**config.mk**
```make
export PLATFORM = sky130hd
export DESIGN_NAME = remote_frame_descrambler_core
export DESIGN_NICKNAME = d
export VERILOG_FILES = /design/src/rfd_pkg.sv /design/src/remote_frame_descrambler_core.sv /design/src/rfd_unpack.sv /design/src/rfd_round.sv
export SDC_FILE = /design/constraint.sdc
export NUM_CORES = 1
export LEC_CHECK = 0
export BUFFER_PORTS_ARGS = -buffer_cell sky130_fd_sc_hd__buf_2
export CAP_MARGIN = 20
export CORE_MARGIN = 1.5
export CORE_UTILIZATION = 45
export DETAILED_ROUTE_END_ITERATION = 8
export GPL_TIMING_DRIVEN = 0
export PLACE_DENSITY = 0.65
export SLEW_MARGIN = 10
export SYNTH_ARGS = -nofsm -noshare
export SYNTH_HDL_FRONTEND = slang
export SYNTH_SLANG_ARGS = --single-unit
```
**constraint.sdc**
```tcl
create_clock -name i_clk -period 8.7 [get_ports i_clk]
set_clock_uncertainty 0.05 [all_clocks]
set_input_delay 2.61 -clock i_clk [delete_from_list [all_inputs] [get_ports i_clk]]
set_output_delay 2.61 -clock i_clk [all_outputs]
set_load 0.02 [all_outputs]
```
**src/rfd_pkg.sv**
```systemverilog
// ----------------------------------------------------------------------------
// rfd_pkg
// Types, status codes and the mixing table of the remote frame descrambler.
// ----------------------------------------------------------------------------
`default_nettype none

package rfd_pkg;

    localparam int IN_W  = 80;   // 76 field bits, padded to whole bytes
    localparam int OUT_W = 56;   // 54 field bits, padded to whole bytes

    localparam logic [1:0] ST_OK     = 2'd0;
    localparam logic [1:0] ST_SHAPE  = 2'd1;
    localparam logic [1:0] ST_LENGTH = 2'd2;

    localparam logic [3:0] ROWS_OK   = 4'd2;
    localparam logic [9:0] LEN_SHORT = 10'd52;
    localparam logic [9:0] LEN_LONG  = 10'd72;

    localparam logic [7:0] MIX_ADD   = 8'h25;
    localparam logic [7:0] MASK_LO   = 8'h07;
    localparam logic [7:0] MASK_HI   = 8'he0;
    localparam logic [7:0] MASK_NIB  = 8'h0f;
    localparam logic [3:0] NIB_ONES  = 4'hf;

    // One item in flight: status, plain fields and the six payload bytes.
    typedef struct packed {
        logic [1:0]      status;
        logic [3:0]      button;
        logic [3:0]      repeat_count;
        logic [5:0][7:0] bytes;
    } t_item;

    function automatic logic [7:0] mix_lut(input logic [4:0] idx);
        logic [7:0] r;
        case (idx)
            5'd0:  r = 8'd25;
            5'd1:  r = 8'd5;
            5'd2:  r = 8'd63;
            5'd3:  r = 8'd97;
            5'd4:  r = 8'd203;
            5'd5:  r = 8'd109;
            5'd6:  r = 8'd69;
            5'd7:  r = 8'd10;
            5'd8:  r = 8'd3;
            5'd9:  r = 8'd7;
            5'd10: r = 8'd64;
            5'd11: r = 8'd5;
            5'd12: r = 8'd71;
            5'd13: r = 8'd134;
            5'd14: r = 8'd180;
            5'd15: r = 8'd74;
            5'd16: r = 8'd41;
            5'd17: r = 8'd158;
            5'd18: r = 8'd102;
            5'd19: r = 8'd199;
            5'd20: r = 8'd93;
            5'd21: r = 8'd118;
            5'd22: r = 8'd175;
            5'd23: r = 8'd101;
            5'd24: r = 8'd60;
            5'd25: r = 8'd77;
            5'd26: r = 8'd143;
            5'd27: r = 8'd174;
            5'd28: r = 8'd103;
            5'd29: r = 8'd148;
            5'd30: r = 8'd29;
            default: r = 8'd85;
        endcase
        return r;
    endfunction

endpackage

`default_nettype wire

```
**src/remote_frame_descrambler_core.sv**
```systemverilog
// ----------------------------------------------------------------------------
// remote_frame_descrambler_core
// Gate-remote frame descrambler: shape check, payload unscramble, field split.
// ----------------------------------------------------------------------------
//  channel  dir  bits  contents (lowest bit first)
//  s_axis   in   80    frame_bits 52, row_count 4, first_row_length 10,
//                      second_row_length 10, zero pad 4
//  m_axis   out  56    status 2, button 4, repeat_count 4, serial_number 28,
//                      rolling_code 16, zero pad 2
//
//  Three register stages: unpack/permute, round zero, round one. Every stage
//  takes a word per cycle, so one frame enters each cycle while the output
//  is not held; a result passes the three registers in that order.
//  Each stage has its own valid bit and holds its word while the next stage
//  is full and stalled; bubbles collapse, nothing is dropped or repeated.
//  Reset (synchronous, active low) clears the valid bits only.
// ----------------------------------------------------------------------------
`default_nettype none

module remote_frame_descrambler_core (
    input  wire logic                      i_clk,
    input  wire logic                      i_rst_n,
    input  wire logic                      i_s_axis_tvalid,
    output logic                           o_s_axis_tready,
    // frame_bits[51:0], row_count[55:52], first_row_length[65:56],
    // second_row_length[75:66], pad[79:76]
    input  wire logic [rfd_pkg::IN_W-1:0]  i_s_axis_tdata,
    output logic                           o_m_axis_tvalid,
    input  wire logic                      i_m_axis_tready,
    // status[1:0], button[5:2], repeat_count[9:6], serial_number[37:10],
    // rolling_code[53:38], pad[55:54]
    output logic [rfd_pkg::OUT_W-1:0]      o_m_axis_tdata
);
    import rfd_pkg::*;

    logic  s1_valid;
    logic  s1_ready;
    t_item s1_item;
    logic  s2_valid;
    logic  s2_ready;
    t_item s2_item;
    logic  s3_valid;
    t_item s3_item;

    logic [27:0] serial;
    logic [15:0] code;
    logic [3:0]  button;
    logic [3:0]  repeat_cnt;

    // Stage one: shape and length check, invert and permute bytes.
    rfd_unpack u_unpack (
        .i_clk   (i_clk),
        .i_rst_n (i_rst_n),
        .i_valid (i_s_axis_tvalid),
        .o_ready (o_s_axis_tready),
        .i_data  (i_s_axis_tdata),
        .o_valid (s1_valid),
        .i_ready (s1_ready),
        .o_item  (s1_item)
    );

    // Stage two: round zero, ends with a swap of bytes zero and one.
    rfd_round u_round0 (
        .i_clk   (i_clk),
        .i_rst_n (i_rst_n),
        .i_swap  (1'b1),
        .i_valid (s1_valid),
        .o_ready (s1_ready),
        .i_item  (s1_item),
        .o_valid (s2_valid),
        .i_ready (s2_ready),
        .o_item  (s2_item)
    );

    // Stage three: round one, no swap; its register is the output register.
    rfd_round u_round1 (
        .i_clk   (i_clk),
        .i_rst_n (i_rst_n),
        .i_swap  (1'b0),
        .i_valid (s2_valid),
        .o_ready (s2_ready),
        .i_item  (s2_item),
        .o_valid (s3_valid),
        .i_ready (i_m_axis_tready),
        .o_item  (s3_item)
    );

    // Drop all payload fields of a rejected frame to zero.
    always_comb begin
        if (s3_item.status == ST_OK) begin
            button     = s3_item.button;
            repeat_cnt = s3_item.repeat_count;
            serial     = {s3_item.bytes[5][3:0], s3_item.bytes[4],
                          s3_item.bytes[3], s3_item.bytes[2]};
            code       = {s3_item.bytes[1], s3_item.bytes[0]};
        end else begin
            button     = 4'd0;
            repeat_cnt = 4'd0;
            serial     = 28'd0;
            code       = 16'd0;
        end
    end

    assign o_m_axis_tvalid = s3_valid;
    assign o_m_axis_tdata  = {2'b00, code, serial, repeat_cnt, button, s3_item.status};

endmodule

`default_nettype wire

```
**src/rfd_unpack.sv**
```systemverilog
// ----------------------------------------------------------------------------
// rfd_unpack
// First stage: check the frame shape, invert and permute the payload bytes.
// ----------------------------------------------------------------------------
`default_nettype none

module rfd_unpack (
    input  wire logic                  i_clk,
    input  wire logic                  i_rst_n,
    input  wire logic                  i_valid,
    output logic                       o_ready,
    input  wire logic [rfd_pkg::IN_W-1:0] i_data,
    output logic                       o_valid,
    input  wire logic                  i_ready,
    output rfd_pkg::t_item             o_item
);
    import rfd_pkg::*;

    logic [51:0] frame;
    logic [51:0] inv;
    logic [3:0]  rows;
    logic [9:0]  len0;
    logic [9:0]  len1;
    t_item       n_item;
    t_item       r_item;
    logic        r_valid;

    assign frame = i_data[51:0];
    assign rows  = i_data[55:52];
    assign len0  = i_data[65:56];
    assign len1  = i_data[75:66];
    assign inv   = ~frame;

    always_comb begin
        if (rows != ROWS_OK || len1 != 10'd0) begin
            n_item.status = ST_SHAPE;
        end else if (len0 != LEN_SHORT && len0 != LEN_LONG) begin
            n_item.status = ST_LENGTH;
        end else begin
            n_item.status = ST_OK;
        end
        n_item.button       = inv[51:48];
        n_item.repeat_count = inv[47:44] ^ inv[51:48] ^ NIB_ONES;
        // Inversion of the received bits and the inverting permutation
        // cancel for the five full bytes; the top nibble byte keeps ones above.
        n_item.bytes[0] = frame[39:32];
        n_item.bytes[1] = frame[31:24];
        n_item.bytes[2] = frame[7:0];
        n_item.bytes[3] = frame[15:8];
        n_item.bytes[4] = frame[23:16];
        n_item.bytes[5] = {NIB_ONES, frame[43:40]};
    end

    assign o_ready = !r_valid || i_ready;
    assign o_valid = r_valid;
    assign o_item  = r_item;

    always_ff @(posedge i_clk) begin
        if (!i_rst_n) begin
            r_valid <= 1'b0;
        end else if (o_ready) begin
            r_valid <= i_valid;
        end
    end

    always_ff @(posedge i_clk) begin
        if (i_valid && o_ready) begin
            r_item <= n_item;
        end
    end

endmodule

`default_nettype wire

```
**src/rfd_round.sv**
```systemverilog
// ----------------------------------------------------------------------------
// rfd_round
// One unscramble round: two table lookups with masking, optional byte swap.
// ----------------------------------------------------------------------------
`default_nettype none

module rfd_round (
    input  wire logic           i_clk,
    input  wire logic           i_rst_n,
    input  wire logic           i_swap,
    input  wire logic           i_valid,
    output logic                o_ready,
    input  wire rfd_pkg::t_item i_item,
    output logic                o_valid,
    input  wire logic           i_ready,
    output rfd_pkg::t_item      o_item
);
    import rfd_pkg::*;

    logic [7:0]      t1;
    logic [7:0]      t2;
    logic [5:0][7:0] b1;
    logic [5:0][7:0] b2;
    t_item           n_item;
    t_item           r_item;
    logic            r_valid;

    always_comb begin
        // First lookup keyed by the top five bits of byte zero.
        t1 = mix_lut(i_item.bytes[0][7:3]) + MIX_ADD;
        b1 = i_item.bytes;
        for (int i = 1; i < 6; i++) begin
            b1[i] = i_item.bytes[i] ^ t1;
        end
        b1[5] = b1[5] & MASK_NIB;
        b1[0] = i_item.bytes[0] ^ (t1 & MASK_LO);

        // Second lookup keyed by the low five bits of the updated byte zero.
        t2 = mix_lut(b1[0][4:0]);
        b2 = b1;
        for (int i = 1; i < 6; i++) begin
            b2[i] = b1[i] ^ t2;
        end
        b2[5] = b2[5] & MASK_NIB;
        b2[0] = b1[0] ^ (t2 & MASK_HI);

        n_item = i_item;
        n_item.bytes = b2;
        if (i_swap) begin
            n_item.bytes[0] = b2[1];
            n_item.bytes[1] = b2[0];
        end
    end

    assign o_ready = !r_valid || i_ready;
    assign o_valid = r_valid;
    assign o_item  = r_item;

    always_ff @(posedge i_clk) begin
        if (!i_rst_n) begin
            r_valid <= 1'b0;
        end else if (o_ready) begin
            r_valid <= i_valid;
        end
    end

    always_ff @(posedge i_clk) begin
        if (i_valid && o_ready) begin
            r_item <= n_item;
        end
    end

endmodule

`default_nettype wire

```
==> results by group, run 1 <==
STA
  • Final hold violations: 0
  • Min Hold Slack: 0.370 ns
  • Fin crit period: 5.88 ns
  • Worst slew pin tran: 0.869 ns
  • Final setup vio count: 0
  • Slew headroom: 41.7%
  • RSZ-0062 raised after global routing: false
  • Worst setup margin: 2.82 ns
  • Setup TNS: 0 ns
  • Peak Freq: 170 MHz
  • Fin. max-slew vios: 0
  • Crit share post-route: 67.6%

Final layout
  • Most common cell after layout, fill and taps aside: edfxtp_1
  • Fin nets: 1055
  • Post-Layout Cell Count: 1223
  • Commonest non-fill, non-tap cells in the layout: edfxtp_1, buf_2, xnor2_1
  • Share of layout cells above drive strength 1: 22.6%
  • Post-route cell area: 11200 um2
  • Finished Core Util: 54.8%
  • Area Overhead vs Synth: 18.1%
  • Layout fillers: 1749

Synth
  • Mean post-synth cell area: 12.2 um2
  • Seq cells post-synth: 181
  • Post-synth EDFFs: 162
  • Yosys warning count: 0
  • Cell Area, Synth: 9490 um2
  • Synth async-reset ratio: 0%
  • Synth cell types: 69
  • Post-Syn Instances: 779
  • Top_reg_cell synth: edfxtp_1
  • Seq/Total Area, Yosys: 55.3%

Die
  • Row count: 52
  • Die area: 22000 um2
  • # IOs: 142
  • Starting Density: 46.4%
  • Core footprint: 20400 um2
  • Die width: 148 um
  • Die H: 148 um

Outcome
  • Status: finished clean

Clock tree
  • Htree depth: 4
  • Num CTS Buffers: 17
  • Max clock buf depth: 2
  • Root Buffer: clkbuf_16
  • Worst-Skew Late Latency: 0.42 ns
  • Post-cts sizing count: 0
  • Post-CTS Hold Buffers: 0
  • Postcts setup bufs: 0
  • Clock slew at reported path FFs: 0.07 ns
  • CTS tree: done
  • Clk sinks: 181

Worst setup path
  • CP Data Required Time: 6.04 ns
  • Flop2flop setup slack: 3.74 ns
  • Kind of critical path: input pin to output pin
  • Critical Path Start: i_m_axis_tready
  • CP max stage cell: and3b_1
  • CP cell instances: buf_2 -> and3b_1 -> nand2_1 -> buf_2
  • Delay of the slowest critical-path stage: 0.25 ns
  • CP dominant cell by count: buf_2
  • Data arrival, critical path: 3.22 ns
  • Setup crit end: o_s_axis_tready
  • CP max FO: 3
  • Worst Setup End Kind: output pin
  • Startpoint class of the critical path: input pin
  • Worst reg-to-reg path cell count: 12

Routing
  • DRT iter0 DRCs: 559
  • Vias: 6477
  • Vias/cell: 5.30
  • WL final: 20.7 mm
  • DRC: 0
  • Post-DR wirelength/cell: 16.9 um
  • 1st-pass router iterations: 5
  • Antenna viol nets, final: 0

Power
  • IR Drop Worst-Case VDD: 176 uV
  • Reg power frac: 34.5%
  • Switching part of the total: 38.4%
  • Static leakage: 4.34 nW
  • Final Total Pwr: 3.92 mW
  • Logic gate share of total power: 46.5%
  • Cell Pwr Density: 350 nW/um2
  • Clock power share: 19.0%
  • P_int: 2.41 mW
  • NetSw: 1.51 mW

Placement
  • I/O Buffers: 135
  • Place WS: 2.81 ns
  • # placed instances: 1189
  • Post-place instance area: 10600 um2
  • Placed wire-length estimate: 15.4 mm
  • GP Congestion: 0.914

GRT
  • Antenna violations before repair: 1
  • Gr ovfl total: 0
  • Vias in the first global route: 5878
  • Largest net degree at the start of global routing: 40
  • First-pass GRT wire length: 31.7 mm
  • GR Util All Layers: 19.0%

Min path
  • HP Class: flip-flop to flip-flop

Run
  • Max_cap viols: 0
[kinds of logic (layout without fill, tap and decap cells)]
family                     Yosys count  after routing  share of synthesized area, %
and+or+nand+nor                    194            194                          10.6
DFF                                181            181                          55.3
AOI/OAI and AO/OA                  152            152                          10.7
xor gates and xnor gates           121            121                          11.6
buffers and inverters               66            237                          2.99
adders and majority gates           33             33                          4.35
muxes                               31             31                          4.44
other                                1              4                        0.0395
[critical path: cells and delay by family]
family	cells	cell delay, ns
buf+inv	2	0.28
simple gates	2	0.33
[sequential cells by signal, summed over array words and instances, names as in the netlist, named ones only]
name	cells
u_round0.o_valid	1
u_unpack.o_item	54
u_unpack.o_valid	1
u_round1.o_item	54
u_round0.o_item	54
u_round1.o_valid	1
[cells in the mapped netlist (2+ instances only)]
library cell	n	area [um2]
or3_1	4	25.0
o21ai_1	3	15.0
o22ai_1	4	25.0
xnor2_1	70	613
a21boi_0	2	15.0
mux4_2	8	180
ha_1	33	413
o31ai_1	5	37.5
a221oi_1	2	17.5
nand3_1	9	45.0
nand2_1	42	158
a31oi_1	8	50.1
xor2_1	48	420
xnor3_1	2	45.0
o211ai_1	9	67.6
buf_4	7	52.6
nor4b_1	2	17.5
nor3_1	16	80.1
dfxtp_1	19	380
nor2b_1	3	18.8
clkbuf_1	22	82.6
and3_1	3	18.8
mux2i_1	14	140
clkinv_1	2	7.51
mux2_2	8	90.1
inv_1	27	101
o2111ai_1	3	26.3
a22oi_1	2	15.0
and2_1	59	369
a2111oi_0	6	52.6
nor2_1	39	146
a21o_1	3	22.5
nor4_1	3	18.8
o31ai_2	2	25.0
buf_2	6	30.0
o21ai_0	34	170
o2111a_1	2	22.5
edfxtp_1	162	4860
a21oi_1	34	170
a21oi_2	2	17.5
a211oi_1	15	113
nand4_1	5	31.3
o21a_1	4	30.0
[power groups by stage]
stage          Clock (mW)  Sequential [mW]  Combinational (mW)
3_3_place_gp            0             1.37                1.80
5_1_grt             0.794             1.37                1.98
6_report            0.744             1.35                1.82
4_1_cts             0.762             1.35                1.83
2_1_floorplan           0             1.35                1.38
3_5_place_dp            0             1.37                1.81
[how the worst min path moves through the flow]
stage,cells past startpoint,endpoint,from,slack [ns]
3_3_place_gp,0,u_round0.o_item[48],u_unpack.o_item[48],0.35
3_5_place_dp,0,u_round0.o_item[55],u_unpack.o_item[55],0.35
5_1_grt,0,u_round0.o_item[55],u_unpack.o_item[55],0.37
4_1_cts,0,u_round0.o_item[55],u_unpack.o_item[55],0.37
6_report,0,u_round0.o_item[55],u_unpack.o_item[55],0.37
2_1_floorplan,0,u_round0.o_item[48],u_unpack.o_item[48],0.35
[cell type report]
class	count	area [um2]	share of cell area [%]
Antenna cell	2	5.00	0.0447
Buffer	36	169	1.51
Clock buffer	17	425	3.80
Clock inverter	15	161	1.44
Inverter	30	116	1.04
Multi-Input combinational cell	533	3970	35.4
Sequential cell	181	5250	46.8
Tap cell	270	338	3.02
Timing Repair Buffer	139	771	6.88
[layer usage]
layer	wire [um]	GRT usage, %	vias to the layer above
met1	9300	25.5	3039
met4	339	6.14	0
met5	0	0	-
met2	9600	30.8	263
met3	1460	4.26	24
li1	-	-	3151
No activity file was read; power rests on OpenSTA's default activity.
==> run 2, diff against run 1 <==
--- a/config.mk
+++ b/config.mk
@@ -5,13 +5,14 @@
 export SDC_FILE = /design/constraint.sdc
 export NUM_CORES = 1
 export LEC_CHECK = 0
+export ABC_AREA = 1
 export BUFFER_PORTS_ARGS = -buffer_cell sky130_fd_sc_hd__buf_2
 export CAP_MARGIN = 20
 export CORE_MARGIN = 1.5
 export CORE_UTILIZATION = 45
 export DETAILED_ROUTE_END_ITERATION = 8
 export GPL_TIMING_DRIVEN = 0
-export PLACE_DENSITY = 0.65
+export PLACE_DENSITY = 0.68
 export SLEW_MARGIN = 10
 export SYNTH_ARGS = -nofsm -noshare
 export SYNTH_HDL_FRONTEND = slang
==> constraint.sdc (replaced) <==
create_clock -name i_clk -period 5.18 [get_ports i_clk]
set_clock_uncertainty 0.05 [all_clocks]
set_input_delay 1.554 -clock i_clk [delete_from_list [all_inputs] [get_ports i_clk]]
set_output_delay 1.554 -clock i_clk [all_outputs]
set_load 0.02 [all_outputs]
==> results by group, run 2 <==
Die
  • # IOs: 142
  • Row count: 54
  • Die area: 23400 um2
  • Die H: 153 um
  • Core footprint: 22000 um2
  • Starting Density: 46.1%
  • Die width: 153 um

Final layout
  • Area Overhead vs Synth: 16.9%
  • Reg area: 5250 um2
  • Fin nets: 1274
  • Commonest non-fill, non-tap cells in the layout: edfxtp_1, nand2_1, buf_2
  • Diode count: 0
  • Finished Core Util: 53.9%
  • Layout fillers: 1959
  • Share of layout cells above drive strength 1: 22.3%
  • Area of the multi-input gates: 4210 um2
  • Most common cell after layout, fill and taps aside: edfxtp_1

Worst setup path
  • Startpoint class of the critical path: input pin
  • Data arrival, critical path: 2.27 ns
  • Kind of critical path: input pin to output pin
  • Worst Setup End Kind: output pin
  • CP max FO: 3
  • CP Data Required Time: 3.58 ns

Routing
  • DRC: 14
  • Antenna viol nets, final: 0
  • DRT iter0 DRCs: 395
  • 1st-pass router iterations: 7
  • WL final: 21.7 mm
  • Vias: 7065
  • Post-DR wirelength/cell: 14.9 um
  • Vias/cell: 4.87

GRT
  • Antenna violations before repair: 0
  • Vias in the first global route: 6659
  • Largest net degree at the start of global routing: 64
  • GR Util All Layers: 18.9%
  • First-pass GRT wire length: 34.4 mm
  • Gr ovfl total: 0

Clock tree
  • Root Buffer: clkbuf_16
  • Clk sinks: 181
  • Post-cts sizing count: 0
  • Clock slew at reported path FFs: 0.07 ns
  • Max clock buf depth: 2
  • Num CTS Buffers: 17
  • Postcts setup bufs: 0
  • Worst-Skew Late Latency: 0.44 ns
  • Htree depth: 4
  • CTS tree: done
  • Post-CTS Hold Buffers: 0

Synth
  • Cell Area, Synth: 10100 um2
  • Yosys top cell by area: edfxtp_1
  • Top-area cell type share of the netlist area: 48.1%
  • Most common cell in the synthesized netlist: edfxtp_1
  • Synth cell types: 56
  • Post-synth top cells: edfxtp_1, nand2_1, inv_1
  • Seq/Total Area, Yosys: 51.8%
  • Post-synth EDFFs: 162
  • Yosys warning count: 0
  • Post-Syn Instances: 999
  • Top cells by area, synth: edfxtp_1, xor2_1, nand2_1, inv_1, ha_1
  • Seq cells post-synth: 181
  • Top_reg_cell synth: edfxtp_1
  • Synth async-reset ratio: 0%
  • Mean post-synth cell area: 10.1 um2

Placement
  • I/O Buffers: 135
  • GP Congestion: 0.909
  • Placed wire-length estimate: 16.0 mm

Run
  • Max_cap viols: 0

STA
  • Crit share post-route: 74.8%
  • Worst slew pin tran: 0.812 ns
  • Min Hold Slack: 0.371 ns
  • RSZ-0062 raised after global routing: false
  • Final hold violations: 0
  • Fin crit period: 3.87 ns
  • Peak Freq: 258 MHz
  • Fin. max-slew vios: 0
  • Final setup vio count: 0
  • Slew headroom: 45.9%

Outcome
  • Violations in the final reports: design-rule violations
  • Status: finished, violations left

Power
  • Clock power share: 22.9%
  • IR Drop Worst-Case VDD: 249 uV
  • P_int: 3.51 mW
  • NetSw: 2.14 mW
  • Reg power frac: 37.1%
  • Switching part of the total: 37.8%
  • Logic gate share of total power: 40.0%
  • Cell Pwr Density: 478 nW/um2
  • Static leakage: 5.34 nW

Min path
  • HP Class: flip-flop to flip-flop
run 2: changes by cell type after synthesis, moves of 20 or more:
cell / before / now
inv_1: 27 / 122
nor2_1: 39 / 78
xnor2_1: 70 / 36
a21oi_1: 34 / 14
nand2_1: 42 / 159
xor2_1: 48 / 118
and2_1: 59 / 0
nand2_2: 0 / 20
nand3_1: 9 / 75
run 2: cell type report:
cell class	count	share of cell area, %
inverter	131	4.20
multi-input combinational	655	35.5
tap	280	2.96
buffer	33	1.62
clock buffer	17	3.60
timing repair buffer	138	6.22
sequential	181	44.3
clock inverter	15	1.52
run 2: kinds of logic after synthesis:
| group | share of synthesized area (%) |
|---|---|
| AO/OA/AOI/OAI | 5.54 |
| XOR/XNOR | 14.1 |
| adder cells (fa/ha/maj) | 4.08 |
| buffers and inverters | 6.77 |
| flip-flops | 51.8 |
| other | 0.0371 |
| AND/OR/NAND/NOR | 17.7 |
run 2: final timing paths:
check	startpoint	to	slack, ns	cells past startpoint
worst min-delay path	u_round0.o_item[50]	u_round1.o_item[50]	0.37	0
worst max register to register	flip-flop	flip-flop	1.64	20
worst min register to register	u_round0.o_item[50]	u_round1.o_item[50]	0.37	0
worst max-delay path	i_m_axis_tready	o_s_axis_tready	1.31	6
run 2: per-layer routing:
metal / track usage, % / up-vias / part of all wire [%]
met2: 32.4 / 224 / 48
li1: - / 3582 / -
met3: 3.20 / 19 / 4.9
met1: 24.6 / 3240 / 45
met5: 0 / - / 0
met4: 5.70 / 0 / 1.2
run 2: power by group through the flow:
stage	combinational, mW	clock [mW]	sequential, mW
2_1_floorplan	1.78	0	2.10
3_3_place_gp	2.21	0	2.13
3_5_place_dp	2.25	0	2.13
4_1_cts	2.26	1.32	2.10
5_1_grt	2.52	1.38	2.11
6_report	2.26	1.29	2.09
run 2: critical path, stage by stage:
cell and delay (ns):
buf_2 0.09, inv_1 0.10, nand2_1 0.09, nor2_1 0.15, nand2_1 0.11, buf_2 0.17
run 2: stage by stage:
| step | setup TNS, ns | cell area [um2] | setup slack (ns) | total power, mW | cells |
|---|---|---|---|---|---|
| finish | 0 | 11800 | 1.31 | 5.65 | 1450 |
| floorplan | 0 | 10100 | 0.435 | 3.88 | 1000 |
| global route | 0 | 11800 | 1.13 | 6.01 | 1450 |
| global placement | -51.71 | 11200 | -0.967 | 4.34 | 1415 |
| CTS | 0 | 11800 | 1.32 | 5.68 | 1450 |
| detailed placement | 0 | 11200 | 0.998 | 4.37 | 1418 |
==> run 3, diff against run 2 <==
--- a/config.mk
+++ b/config.mk
@@ -12,7 +12,7 @@
 export CORE_UTILIZATION = 45
 export DETAILED_ROUTE_END_ITERATION = 8
 export GPL_TIMING_DRIVEN = 0
-export PLACE_DENSITY = 0.68
+export PLACE_DENSITY = 0.65
 export SLEW_MARGIN = 10
 export SYNTH_ARGS = -nofsm -noshare
 export SYNTH_HDL_FRONTEND = slang
==> constraint.sdc (replaced) <==
create_clock -name i_clk -period 3.9 [get_ports i_clk]
set_clock_uncertainty 0.05 [all_clocks]
set_input_delay 1.17 -clock i_clk [delete_from_list [all_inputs] [get_ports i_clk]]
set_output_delay 1.17 -clock i_clk [all_outputs]
set_load 0.02 [all_outputs]
==> results by group, run 3 (synthesized netlist as in run 2, its figures left out) <==
Outcome
  • Status: finished, violations left
  • Violations in the final reports: design-rule violations

Routing
  • 1st-pass router iterations: 8
  • DRC: 13
  • Post-DR wirelength/cell: 14.5 um
  • WL final: 21.0 mm
  • DRT iter0 DRCs: 385
  • Antenna viol nets, final: 0
  • Vias: 7007
  • Vias/cell: 4.83

Power
  • Clock power share: 23.4%
  • Cell Pwr Density: 634 nW/um2
  • Switching part of the total: 37.7%
  • NetSw: 2.83 mW
  • IR Drop Worst-Case VDD: 335 uV
  • Final Total Pwr: 7.52 mW
  • Reg power frac: 37.0%
  • Static leakage: 5.35 nW
  • P_int: 4.69 mW
  • Logic gate share of total power: 39.7%

STA
  • Fin. max-slew vios: 0
  • Fin crit period: 3.43 ns
  • Min Hold Slack: 0.364 ns
  • Peak Freq: 292 MHz
  • Final setup vio count: 0
  • Setup TNS: 0 ns
  • RSZ-0062 raised after global routing: false
  • Final hold violations: 0
  • Slew headroom: 44.2%
  • Crit share post-route: 87.9%
  • Worst slew pin tran: 0.831 ns

Die
  • # IOs: 142
  • Die width: 153 um
  • Core footprint: 22000 um2
  • Die H: 153 um
  • Die area: 23400 um2
  • Starting Density: 46.1%
  • Row count: 54

Clock tree
  • Clk sinks: 181
  • Max clock buf depth: 2
  • Root Buffer: clkbuf_16
  • Postcts setup bufs: 0
  • Num CTS Buffers: 17
  • CTS tree: done
  • Post-cts sizing count: 0
  • Clock slew at reported path FFs: 0.08 ns
  • Post-CTS Hold Buffers: 0
  • Htree depth: 4
  • Worst-Skew Late Latency: 0.44 ns

Final layout
  • Area Overhead vs Synth: 17.3%
  • Fin nets: 1274
  • Commonest non-fill, non-tap cells in the layout: edfxtp_1, nand2_1, buf_2
  • Layout fillers: 1962
  • Diode count: 0
  • Reg area: 5250 um2
  • Area of the multi-input gates: 4220 um2
  • Share of layout cells above drive strength 1: 22.3%
  • Most common cell after layout, fill and taps aside: edfxtp_1

GRT
  • GR Util All Layers: 18.4%
  • First-pass GRT wire length: 33.6 mm
  • Gr ovfl total: 0
  • GR Util met1: 23.7%
  • GRT busiest layer: met2
  • Met2 track demand over resource: 31.7%
  • Vias in the first global route: 6666
  • Largest net degree at the start of global routing: 64
  • Met3 usage: 3.60%
  • Antenna violations before repair: 0

Worst setup path
  • Worst reg-to-reg path cell count: 20
  • Data arrival, critical path: 3.70 ns
  • Worst Setup End Kind: flip-flop
  • Kind of critical path: flip-flop to flip-flop
  • Flop2flop setup slack: 0.47 ns
  • Startpoint class of the critical path: flip-flop
  • CP Data Required Time: 4.17 ns
  • CP max FO: 7

Min path
  • Hold Startpoint: u_unpack.o_item[53]
  • HP Class: flip-flop to flip-flop

Placement
  • GP Congestion: 0.866
  • Placed wire-length estimate: 16.0 mm
  • I/O Buffers: 135

Run
  • Max_cap viols: 0
==> run 3: changes by cell type in the layout (fill, tap and decap cells not counted), moves of 2 or more <==
cell,previous run,this run
clkinv_4,3,1
inv_6,1,4
inv_8,5,1
inv_12,0,3
==> run 3: how the worst min path moves through the flow <==
stage          slack, ns  depth (start not counted)                   to
2_1_floorplan       0.35                          0  u_round0.o_item[48]
3_3_place_gp        0.35                          0  u_round0.o_item[49]
3_5_place_dp        0.36                          0  u_round1.o_item[51]
4_1_cts             0.37                          0  u_round0.o_item[53]
5_1_grt             0.37                          0  u_round0.o_item[53]
6_report            0.36                          0  u_round0.o_item[53]
==> run 3: routing by layer <==
layer	routed length [um]	up-vias
met3	983	24
met4	297	0
li1	-	3588
met2	10200	215
met1	9510	3180
met5	0	-
==> run 3: worst max-delay path: stages (launching register included) <==
cell	delay [ns]
dfxtp_1	0.32
ha_1	0.28
buf_6	0.16
xor2_4	0.28
inv_1	0.16
ha_1	0.24
inv_1	0.05
nand3_1	0.14
nand3_1	0.13
nand3_1	0.14
nand2_1	0.24
nand2_1	0.11
nand3_1	0.08
nand2_1	0.20
ha_1	0.30
inv_1	0.06
nand3_1	0.08
nand3_1	0.09
nand2_1	0.05
nand2_1	0.05
nand2_1	0.05
==> run 3: metrics by stage <==
stage / utilization, % / area, um2 / instances / worst slack (ns)
after floorplan: - / 10100 / 1000 / 0.524
after global placement: 50.8 / 11200 / 1415 / -0.296
after detailed placement: 51.2 / 11200 / 1418 / 0.108
after CTS: 54.0 / 11900 / 1450 / 0.357
after global routing: 54.1 / 11900 / 1450 / 0.155
final: 54.1 / 11900 / 1450 / 0.470
==> run 3: cell type report <==
cell class              count  area share, %
clock buffers              17           3.58
inverters                 131           4.18
plain buffers              33           1.61
clock inverters            15           1.70
multi-input cells         655           35.5
well taps                 280           2.95
flip-flops and latches    181           44.2
repair buffers            138           6.26
==> run 3: power groups by stage <==
stage / clock, mW / sequential (mW) / combinational [mW]
2_1_floorplan: 0 / 2.79 / 2.36
3_3_place_gp: 0 / 2.83 / 2.95
3_5_place_dp: 0 / 2.83 / 2.99
4_1_cts: 1.80 / 2.78 / 3.01
5_1_grt: 1.88 / 2.81 / 3.35
6_report: 1.76 / 2.78 / 2.98
